### config.mk
export PLATFORM = sky130hd
export DESIGN_NAME = flu_cell
export DESIGN_NICKNAME = d
export VERILOG_FILES = /design/src/rtl/core/flu_pkg.sv /design/src/rtl/core/flu_cell.sv
export SDC_FILE = /design/constraint.sdc
export NUM_CORES = 1
export LEC_CHECK = 0
export BUFFER_PORTS_ARGS = -buffer_cell sky130_fd_sc_hd__buf_2
export CAP_MARGIN = 20
export CELL_PAD_IN_SITES_DETAIL_PLACEMENT = 0
export CELL_PAD_IN_SITES_GLOBAL_PLACEMENT = 1
export CORE_ASPECT_RATIO = 1.5
export CORE_UTILIZATION = 45
export DETAILED_ROUTE_END_ITERATION = 8
export PLACE_DENSITY = 0.88
export SLEW_MARGIN = 20
export SYNTH_ARGS = -nofsm -noshare
export SYNTH_HDL_FRONTEND = slang
export SYNTH_SLANG_ARGS = --single-unit
### constraint.sdc
create_clock -name clk -period 12.81 [get_ports clk]
set_input_delay 1.281 -clock clk [delete_from_list [all_inputs] [get_ports clk]]
set_output_delay 1.281 -clock clk [all_outputs]
set_load 0.02 [all_outputs]
### src/rtl/core/flu_pkg.sv
// Shared types, constants and single-precision arithmetic for the logarithm unit.
// Holds the per-cell operation table; used by flu_front, flu_cell and the top level.
// No dependencies.
package flu_pkg;

    localparam int FLU_CELLS = 31;

    // Logarithm base codes.
    localparam logic [1:0] BASE_LN    = 2'd0;
    localparam logic [1:0] BASE_LG10  = 2'd1;
    localparam logic [1:0] BASE_LG2   = 2'd2;
    localparam logic [1:0] BASE_SPARE = 2'd3;

    // Status codes.
    localparam logic [1:0] ST_NORMAL = 2'd0;
    localparam logic [1:0] ST_ZERO   = 2'd1;
    localparam logic [1:0] ST_NEG    = 2'd2;
    localparam logic [1:0] ST_PASS   = 2'd3;

    // Special bit patterns.
    localparam logic [31:0] F_NEG_INF  = 32'hFF800000;
    localparam logic [31:0] F_POS_INF  = 32'h7F800000;
    localparam logic [31:0] F_QNAN     = 32'h7FC00000;
    localparam logic [31:0] F_NEG_ONE  = 32'hBF800000;
    localparam logic [31:0] F_NEG_HALF = 32'hBF000000;
    localparam logic [22:0] SQRT_HALF_FRAC = 23'h3504F3;

    // Split constants for the exponent terms.
    localparam logic [31:0] LN2_HI   = 32'h3F318000;
    localparam logic [31:0] LN2_LO   = 32'hB95E8083;
    localparam logic [31:0] LG2_HI   = 32'h3E9A0000;
    localparam logic [31:0] LG2_LO   = 32'h39826A14;
    localparam logic [31:0] LGE_HI   = 32'h3EDE0000;
    localparam logic [31:0] LGE_LO   = 32'h3A37B152;
    localparam logic [31:0] LOG2E_M1 = 32'h3EE2A8ED;

    // Polynomial coefficients, constant term first.
    localparam logic [31:0] POLY_COEF [0:8] = '{
        32'h3EAAAAAA, 32'hBE7FFFFC, 32'h3E4CCEAC, 32'hBE2AAE50, 32'h3E11E9BF,
        32'hBDFE5D4F, 32'h3DEF251A, 32'hBDEBD1B8, 32'h3D9021BB
    };

    typedef enum logic [1:0] {OP_NOP, OP_MUL, OP_ADD} flu_op_e;
    typedef enum logic [2:0] {SRC_T, SRC_Z, SRC_FE, SRC_P, SRC_Y, SRC_R, SRC_M, SRC_K} flu_src_e;
    typedef enum logic [2:0] {DST_Z, DST_P, DST_Y, DST_R, DST_M} flu_dst_e;

    typedef struct packed {
        flu_op_e     op;
        flu_src_e    src_a;
        flu_src_e    src_b;
        flu_dst_e    dst;
        logic [31:0] k;
        logic        cond;
    } flu_uop_t;

    typedef struct packed {
        logic [1:0]  base;
        logic        spec;
        logic [1:0]  status;
        logic [31:0] r;
        logic [31:0] f;
        logic [8:0]  e;
    } flu_split_t;

    typedef struct packed {
        logic [1:0]  base;
        logic        spec;
        logic [1:0]  status;
        logic        e_nz;
        logic [31:0] t;
        logic [31:0] z;
        logic [31:0] fe;
        logic [31:0] p;
        logic [31:0] y;
        logic [31:0] r;
        logic [31:0] m;
    } flu_ctx_t;

    // Round-to-nearest-even multiply. Operands are normal or zero; in this unit
    // no product leaves the normal range.
    function automatic logic [31:0] fp_mul(input logic [31:0] a, input logic [31:0] b);
        logic        sign;
        logic [47:0] prod;
        logic [23:0] mant;
        logic        g;
        logic        s;
        logic        inc;
        logic [24:0] rnd;
        logic [10:0] ex;
        logic [31:0] res;
        sign = a[31] ^ b[31];
        prod = {1'b1, a[22:0]} * {1'b1, b[22:0]};
        ex   = {3'b0, a[30:23]} + {3'b0, b[30:23]} - 11'd127;
        if (prod[47])
        begin
            mant = prod[47:24];
            g    = prod[23];
            s    = |prod[22:0];
            ex   = ex + 11'd1;
        end
        else
        begin
            mant = prod[46:23];
            g    = prod[22];
            s    = |prod[21:0];
        end
        inc = g & (s | mant[0]);
        rnd = {1'b0, mant} + {24'b0, inc};
        if (rnd[24])
        begin
            ex  = ex + 11'd1;
            res = {sign, ex[7:0], 23'b0};
        end
        else
        begin
            res = {sign, ex[7:0], rnd[22:0]};
        end
        if (a[30:23] == 8'd0 || b[30:23] == 8'd0)
        begin
            res = {sign, 31'b0};
        end
        return res;
    endfunction

    // Round-to-nearest-even add with guard, round and sticky bits.
    function automatic logic [31:0] fp_add(input logic [31:0] a, input logic [31:0] b);
        logic        swap;
        logic [31:0] big;
        logic [31:0] sml;
        logic [7:0]  d8;
        logic [4:0]  d;
        logic [27:0] mb;
        logic [27:0] ms;
        logic [27:0] sh;
        logic [27:0] sum;
        logic [26:0] nrm;
        logic [4:0]  lz;
        logic [9:0]  ex;
        logic        inc;
        logic [24:0] rnd;
        logic [31:0] res;
        swap = b[30:0] > a[30:0];
        big  = swap ? b : a;
        sml  = swap ? a : b;
        d8   = big[30:23] - sml[30:23];
        d    = (d8 > 8'd27) ? 5'd27 : d8[4:0];
        mb   = {2'b01, big[22:0], 3'b0};
        ms   = {2'b01, sml[22:0], 3'b0};
        sh   = ms >> d;
        sh[0] = sh[0] | (|(ms & ~(28'hFFFFFFF << d)));
        sum  = (a[31] ^ b[31]) ? (mb - sh) : (mb + sh);
        ex   = {2'b0, big[30:23]};
        lz   = 5'd0;
        for (int i = 0; i < 27; i++)
        begin
            if (sum[i])
            begin
                lz = 5'(26 - i);
            end
        end
        if (sum[27])
        begin
            nrm = {sum[27:2], sum[1] | sum[0]};
            ex  = ex + 10'd1;
        end
        else
        begin
            nrm = sum[26:0] << lz;
            ex  = ex - {5'b0, lz};
        end
        inc = nrm[2] & (nrm[1] | nrm[0] | nrm[3]);
        rnd = {1'b0, nrm[26:3]} + {24'b0, inc};
        if (rnd[24])
        begin
            ex  = ex + 10'd1;
            res = {big[31], ex[7:0], 23'b0};
        end
        else
        begin
            res = {big[31], ex[7:0], rnd[22:0]};
        end
        if (sum == 28'd0)
        begin
            res = 32'd0;
        end
        if (a[30:23] == 8'd0 && b[30:23] == 8'd0)
        begin
            res = {a[31] & b[31], 31'b0};
        end
        else if (a[30:23] == 8'd0)
        begin
            res = b;
        end
        else if (b[30:23] == 8'd0)
        begin
            res = a;
        end
        return res;
    endfunction

    // Exact conversion of a small signed exponent to single precision.
    function automatic logic [31:0] int_to_float(input logic [8:0] e);
        logic [8:0]  neg;
        logic [7:0]  mag;
        logic [2:0]  k;
        logic [30:0] wide;
        neg  = -e;
        mag  = e[8] ? neg[7:0] : e[7:0];
        k    = 3'd0;
        for (int i = 0; i < 8; i++)
        begin
            if (mag[i])
            begin
                k = 3'(i);
            end
        end
        wide = {23'b0, mag} << (5'd23 - {2'b0, k});
        return (e == 9'd0) ? 32'd0 : {e[8], 8'd127 + {5'b0, k}, wide[22:0]};
    endfunction

    function automatic flu_uop_t mk(input flu_op_e op, input flu_src_e a, input flu_src_e b,
                                    input flu_dst_e dst, input logic [31:0] k,
                                    input logic cond);
        flu_uop_t u;
        u.op    = op;
        u.src_a = a;
        u.src_b = b;
        u.dst   = dst;
        u.k     = k;
        u.cond  = cond;
        return u;
    endfunction

    // Operation of each cell: squaring, the Horner steps, then the base-specific tail.
    function automatic flu_uop_t flu_uop(input int step, input logic [1:0] base);
        flu_uop_t u;
        u = mk(OP_NOP, SRC_T, SRC_T, DST_M, 32'd0, 1'b0);
        if (step == 0)
        begin
            u = mk(OP_MUL, SRC_T, SRC_T, DST_Z, 32'd0, 1'b0);
        end
        else if (step <= 16)
        begin
            if (step % 2 == 1)
            begin
                u = mk(OP_MUL, SRC_P, SRC_T, DST_P, 32'd0, 1'b0);
            end
            else
            begin
                u = mk(OP_ADD, SRC_P, SRC_K, DST_P, POLY_COEF[8 - step / 2], 1'b0);
            end
        end
        else if (base == BASE_LG10)
        begin
            case (step)
                17: u = mk(OP_MUL, SRC_Z, SRC_P, DST_M, 32'd0, 1'b0);
                18: u = mk(OP_MUL, SRC_T, SRC_M, DST_Y, 32'd0, 1'b0);
                19: u = mk(OP_MUL, SRC_Z, SRC_K, DST_M, F_NEG_HALF, 1'b0);
                20: u = mk(OP_ADD, SRC_Y, SRC_M, DST_Y, 32'd0, 1'b0);
                21: u = mk(OP_ADD, SRC_T, SRC_Y, DST_R, 32'd0, 1'b0);
                22: u = mk(OP_MUL, SRC_R, SRC_K, DST_R, LGE_LO, 1'b0);
                23: u = mk(OP_MUL, SRC_Y, SRC_K, DST_M, LGE_HI, 1'b0);
                24: u = mk(OP_ADD, SRC_R, SRC_M, DST_R, 32'd0, 1'b0);
                25: u = mk(OP_MUL, SRC_T, SRC_K, DST_M, LGE_HI, 1'b0);
                26: u = mk(OP_ADD, SRC_R, SRC_M, DST_R, 32'd0, 1'b0);
                27: u = mk(OP_MUL, SRC_FE, SRC_K, DST_M, LG2_LO, 1'b0);
                28: u = mk(OP_ADD, SRC_R, SRC_M, DST_R, 32'd0, 1'b0);
                29: u = mk(OP_MUL, SRC_FE, SRC_K, DST_M, LG2_HI, 1'b0);
                30: u = mk(OP_ADD, SRC_R, SRC_M, DST_R, 32'd0, 1'b0);
                default: u = mk(OP_NOP, SRC_T, SRC_T, DST_M, 32'd0, 1'b0);
            endcase
        end
        else if (base == BASE_LG2)
        begin
            case (step)
                17: u = mk(OP_MUL, SRC_Z, SRC_P, DST_M, 32'd0, 1'b0);
                18: u = mk(OP_MUL, SRC_T, SRC_M, DST_Y, 32'd0, 1'b0);
                19: u = mk(OP_MUL, SRC_Z, SRC_K, DST_M, F_NEG_HALF, 1'b0);
                20: u = mk(OP_ADD, SRC_Y, SRC_M, DST_Y, 32'd0, 1'b0);
                21: u = mk(OP_MUL, SRC_Y, SRC_K, DST_R, LOG2E_M1, 1'b0);
                22: u = mk(OP_MUL, SRC_T, SRC_K, DST_M, LOG2E_M1, 1'b0);
                23: u = mk(OP_ADD, SRC_R, SRC_M, DST_R, 32'd0, 1'b0);
                24: u = mk(OP_ADD, SRC_R, SRC_Y, DST_R, 32'd0, 1'b0);
                25: u = mk(OP_ADD, SRC_R, SRC_T, DST_R, 32'd0, 1'b0);
                26: u = mk(OP_ADD, SRC_R, SRC_FE, DST_R, 32'd0, 1'b0);
                default: u = mk(OP_NOP, SRC_T, SRC_T, DST_M, 32'd0, 1'b0);
            endcase
        end
        else
        begin
            case (step)
                17: u = mk(OP_MUL, SRC_P, SRC_T, DST_Y, 32'd0, 1'b0);
                18: u = mk(OP_MUL, SRC_Y, SRC_Z, DST_Y, 32'd0, 1'b0);
                19: u = mk(OP_MUL, SRC_FE, SRC_K, DST_M, LN2_LO, 1'b0);
                20: u = mk(OP_ADD, SRC_Y, SRC_M, DST_Y, 32'd0, 1'b1);
                21: u = mk(OP_MUL, SRC_Z, SRC_K, DST_M, F_NEG_HALF, 1'b0);
                22: u = mk(OP_ADD, SRC_Y, SRC_M, DST_Y, 32'd0, 1'b0);
                23: u = mk(OP_ADD, SRC_T, SRC_Y, DST_R, 32'd0, 1'b0);
                24: u = mk(OP_MUL, SRC_FE, SRC_K, DST_M, LN2_HI, 1'b0);
                25: u = mk(OP_ADD, SRC_R, SRC_M, DST_R, 32'd0, 1'b1);
                default: u = mk(OP_NOP, SRC_T, SRC_T, DST_M, 32'd0, 1'b0);
            endcase
        end
        return u;
    endfunction

    function automatic logic [31:0] flu_pick(input flu_ctx_t c, input flu_src_e s,
                                             input logic [31:0] k);
        logic [31:0] v;
        case (s)
            SRC_T:   v = c.t;
            SRC_Z:   v = c.z;
            SRC_FE:  v = c.fe;
            SRC_P:   v = c.p;
            SRC_Y:   v = c.y;
            SRC_R:   v = c.r;
            SRC_M:   v = c.m;
            SRC_K:   v = k;
            default: v = k;
        endcase
        return v;
    endfunction

endpackage

### src/rtl/core/flu_cell.sv
// One cell of the arithmetic chain: at most one rounded multiply or add per item.
// Depends on flu_pkg for the context type, the operation table and the float ops.
module flu_cell #(
    parameter int STEP = 0
)
(
    input  logic              clk,
    input  logic              rst_n,
    input  logic              up_valid,
    output logic              up_ready,
    input  flu_pkg::flu_ctx_t up_ctx,
    output logic              dn_valid,
    input  logic              dn_ready,
    output flu_pkg::flu_ctx_t dn_ctx
);

    logic              valid_reg;
    flu_pkg::flu_ctx_t ctx_reg;
    flu_pkg::flu_ctx_t ctx_next;
    flu_pkg::flu_uop_t uop;
    logic [31:0]       opa;
    logic [31:0]       opb;
    logic [31:0]       res;

    always_comb
    begin
        uop      = flu_pkg::flu_uop(STEP, up_ctx.base);
        opa      = flu_pkg::flu_pick(up_ctx, uop.src_a, uop.k);
        opb      = flu_pkg::flu_pick(up_ctx, uop.src_b, uop.k);
        res      = (uop.op == flu_pkg::OP_MUL) ? flu_pkg::fp_mul(opa, opb)
                                               : flu_pkg::fp_add(opa, opb);
        ctx_next = up_ctx;
        // Special items carry their final value in r and skip all arithmetic.
        if (uop.op != flu_pkg::OP_NOP && !up_ctx.spec && (!uop.cond || up_ctx.e_nz))
        begin
            case (uop.dst)
                flu_pkg::DST_Z: ctx_next.z = res;
                flu_pkg::DST_P: ctx_next.p = res;
                flu_pkg::DST_Y: ctx_next.y = res;
                flu_pkg::DST_R: ctx_next.r = res;
                flu_pkg::DST_M: ctx_next.m = res;
                default:        ctx_next.m = res;
            endcase
        end
    end

    assign up_ready = !valid_reg || dn_ready;
    assign dn_valid = valid_reg;
    assign dn_ctx   = ctx_reg;

    always_ff @(posedge clk or negedge rst_n)
    begin
        if (!rst_n)
        begin
            valid_reg <= 1'b0;
        end
        else if (up_ready)
        begin
            valid_reg <= up_valid;
        end
    end

    always_ff @(posedge clk)
    begin
        if (up_ready && up_valid)
        begin
            ctx_reg <= ctx_next;
        end
    end

endmodule

; Yosys cells after proc, flatten, opt, wreduce, memory -nomap -nowiden
; Cells that the tools add are included.
[totals]
ram_bits = 0
inputBits = 234
ff_bits = 231
latch_bits = 0
memories = 0
rom_bits = 0
out_inout_bits = 232
[op_classes]
n_div = 0
addsub = 5
magnitude_cmp = 0
eq_ne = 0
reduce_logical = 6
n_shift = 0
mul = 1
muxes = 7
bitwise_logic = 2
[ops]
columns = operator, n
row1 = $mux W31, 2
row2 = $mul A24 B24 Y48, 1
row3 = $mux W32, 1
row4 = $add A24 B1 Y25, 1
row5 = $mux W24, 1
row6 = $reduce_or A23 Y1, 1
row7 = $reduce_or A22 Y1, 1
row8 = $add A8 B1 Y8 const B, 1
row9 = $add A8 B2 Y8 const B, 1
row10 = $add A8 B8 Y8, 1
row11 = $logic_not A8 Y1, 1
row12 = $mux W8, 1
row13 = $sub A8 B7 Y8 const B, 1
row14 = $mux W1, 2
row15 = $and A1 B1 Y1, 1
row16 = $logic_and A1 B1 Y1, 1
row17 = $logic_not A1 Y1, 1
row18 = $logic_or A1 B1 Y1, 1
row19 = $or A1 B1 Y1, 1

; Logic depth before layout (Yosys ltp)
[logic_depth]
word_depth = 9
ltp_mapped = 39

; Worst setup path before layout
; No wires, ideal clock.
[synth_timing]
kind = input-to-reg
from = in up_ctx[194] (netlist name)
to = reg ctx_reg, in the netlist dn_ctx[188] (data pin)
stages = 38
setup_slack_ns = 2.192
setup_ns = 0.261
n_path_buf = 7
t_required_ns = 12.549
arrival_time_ns = 10.357
cell_sequence = clkbuf_1 clkbuf_1 nand2_1 fa_1 inv_1 fa_1 inv_1 fa_1 inv_1 fa_1 inv_1 fa_1 inv_1 fa_1 inv_1 fa_1 inv_1 ha_1 (+2 left out) o21ai_1 a21oi_1 o2bb2ai_1 and4_1 nor3_4 clkbuf_1 clkbuf_1 clkbuf_1 nand2_1 a21oi_1 ha_1 nand4b_1 nor4_1 and4bb_1 buf_4 nand3_2 or3_1 a221o_1
[synth_lines]
columns = item, line_no
row1 = "start, declared", flu_cell.sv:11  ; input flu_pkg::flu_ctx_t up_ctx,
row2 = "end signal, assigned", flu_cell.sv:67  ; ctx_reg <= ctx_next;
row3 = "end, declared", flu_cell.sv:18  ; flu_pkg::flu_ctx_t ctx_reg;

==> results.cfg <==
[yosys]
yosysTopAreaCell = fa_1
synth_top_area_share_pct = 32.8
synth_edf_count = 230
async_reset_ff_share_pct = 0.433
ys_seq_area_share_pct = 26.9
ys_top_cells_by_count = inv_1 (621), fa_1 (423), nand2_1 (269)
syn_avg_cell_area_um2 = 10.4
synth_cell_types = 94
netlist_area_um2 = 25800
yosysMostFrequentCell = inv_1
synth_flop_cell = edfxtp_1
ys_warn_count = 0
ys_ff_latch = 231
syn_nets = 3319
syn_inst = 2476
synth_area_leaders = fa_1 (33%), edfxtp_1 (27%), inv_1 (9.0%), ha_1 (9.0%), nand2_1 (3.9%)

[placement]
port_buffers = 465
gp_congestion = 1.07
place_area_um2 = 28800
dp_hpwl_mm = 75.8
pre_cts_slack_ns = 0.977

[drt]
routed_via_density = 5.38
drtPass1Iterations = 5
first_iter_violations = 1348
post_drt_wl_per_cell_um = 24.4
drt_wl_total_mm = 89.9
ant_nets = 0
vias = 19800
drt_drc_violations_left = 0

[cells_and_area]
multi_input_area_um2 = 16200
fillers = 5273
finalNetCount = 3735
drive_above_1_share_pct = 19.0
syn_to_final_growth_pct = 14.6
final_area_um2 = 29600
register_area_um2 = 6930

[timing]
setup_slack_ns = 1.51
fin_crit_sh_pct = 88.2
skew_ns = 0.0451
final.setup.tns_ns = 0
slew_headroom_pct = 32.8
setup_viol = 0
grt_setup_unrepaired = no
timing.fmax_mhz = 88.5
hold_viol_final = 0
layout_min_cycle_time_ns = 11.30
final_max_slew_viol_count = 0
tightestPinTransition_ns = 1.01

[clock_tree]
numCtsBuffers = 23
cts_root_buf = clkbuf_16
ctsResizeCount = 0
cts.path.max_buffers = 3
htree_levels = 1
clk_latency_ns = 0.57
cts.sinks = 231
post-cts-setup-buffer-count = 0
cts.clk_slew.worst_paths_ns = 0.07
ctsHoldBuffers = 0
cts_tree = built

[setup_path]
cp_slowest_stage_delay_ns = 0.59
critPathMaxFanout = 20
path_class = primary input to register
worst_setup_path_end_kind = register
critPathLaunchType = primary input
reg2reg_depth = 3
cp.arrival_ns = 11.62
cp_common_cell = fa_1
worstPathRequired_ns = 13.13
critPathSlowestCell = fa_1

[hold_path]
hp-class = primary input to async pin

[run_status]
outcome = finished, final reports clean

[floorplanning]
num_io_pins = 466
dieArea_um2 = 58300
coreArea_um2 = 56800
fp.dieW_um = 197
start_util_pct = 45.4
dieHeight_um = 295
row_count = 107

[grt]
grt_pass1_wl_mm = 131
grt_max_degree = 162
grt_pass1_vias = 21200
antenna_found_initial = 44
grt_overflow = 0
grt_use_total_pct = 31.3

[flow_run]
cap_violations = 0
-- final timing paths --
check | from | endpoint | slack (ns)
hold / removal | rst_n | dn_valid | 0.51
max in group asynchronous | rst_n | dn_valid | 12.22
setup / recovery | up_ctx[211] | dn_ctx[188] | 1.51
hold reg to reg | dn_valid | dn_valid | 0.61
min in group clk | dn_valid | dn_valid | 0.61
setup reg to reg | dn_valid | dn_ctx[209] | 10.18
-- routing by layer --
layer  routed length (um)  part of all wire, %  GRT usage, %  up-vias
met2                44100                   49          54.0      996
met4                 5580                  6.2          17.6       10
met1                31800                   35          36.2     9904
met5                   70                0.078             0        -
met3                 8430                  9.4          6.05      264
li1                     -                    -             -     8653
-- metrics by stage --
step / std cells / utilization [%] / hold slack, ns
after floorplan: 2476 / - / 0.783
after global placement: 3630 / 50.8 / 0.594
after detailed placement: 3630 / 50.8 / 0.601
after CTS: 3672 / 52.0 / 0.490
after global routing: 3681 / 52.0 / 0.503
final: 3688 / 52.1 / 0.512
-- cells in the final DEF (no fill, tap or decap), types with 48 or more instances in the layout --
cell	n
edfxtp_1	230
buf_2	465
ha_1	186
nor2_1	104
fa_1	423
o21ai_0	48
and2_1	64
inv_1	621
nand2_1	269
a21oi_1	63
-- kinds of logic (layout without fill, tap and decap cells) --
logic type | after synthesis | in the layout | synth area share, %
other cells | 0 | 16 | 0
flops | 231 | 231 | 26.9
simple gates | 594 | 594 | 11.2
buf+inv | 707 | 1140 | 10.4
fa+ha+maj | 609 | 609 | 41.8
mux | 16 | 16 | 0.640
compound gates | 255 | 255 | 6.89
xor+xnor | 64 | 64 | 2.17
-- state kept, by name, indices dropped and copies added, names as in the netlist --
| signal | count |
|---|---|
| dn_ctx | 230 |
| dn_valid | 1 |
-- worst max-delay path: cells and delay by family --
kind	cells	cell delay, ns
adders and majority gates	9	4.41
and+or+nand+nor	9	3.20
AOI/OAI and AO/OA	5	1.42
buffers and inverters	7	1.29
-- area by class of cell --
cell class                      count  area share [%]
Multi-Input combinational cell   1538            54.8
Antenna cell                       16           0.135
Sequential cell                   231            23.5
Inverter                          626            7.95
Clock inverter                     18           0.415
Tap cell                          763            3.23
Clock buffer                       24            1.96
Timing Repair Buffer              472            8.09
Power is left out: the tool's default activity adds up to more than one toggle a clock period on the data nets, which glitch-free logic cannot reach.
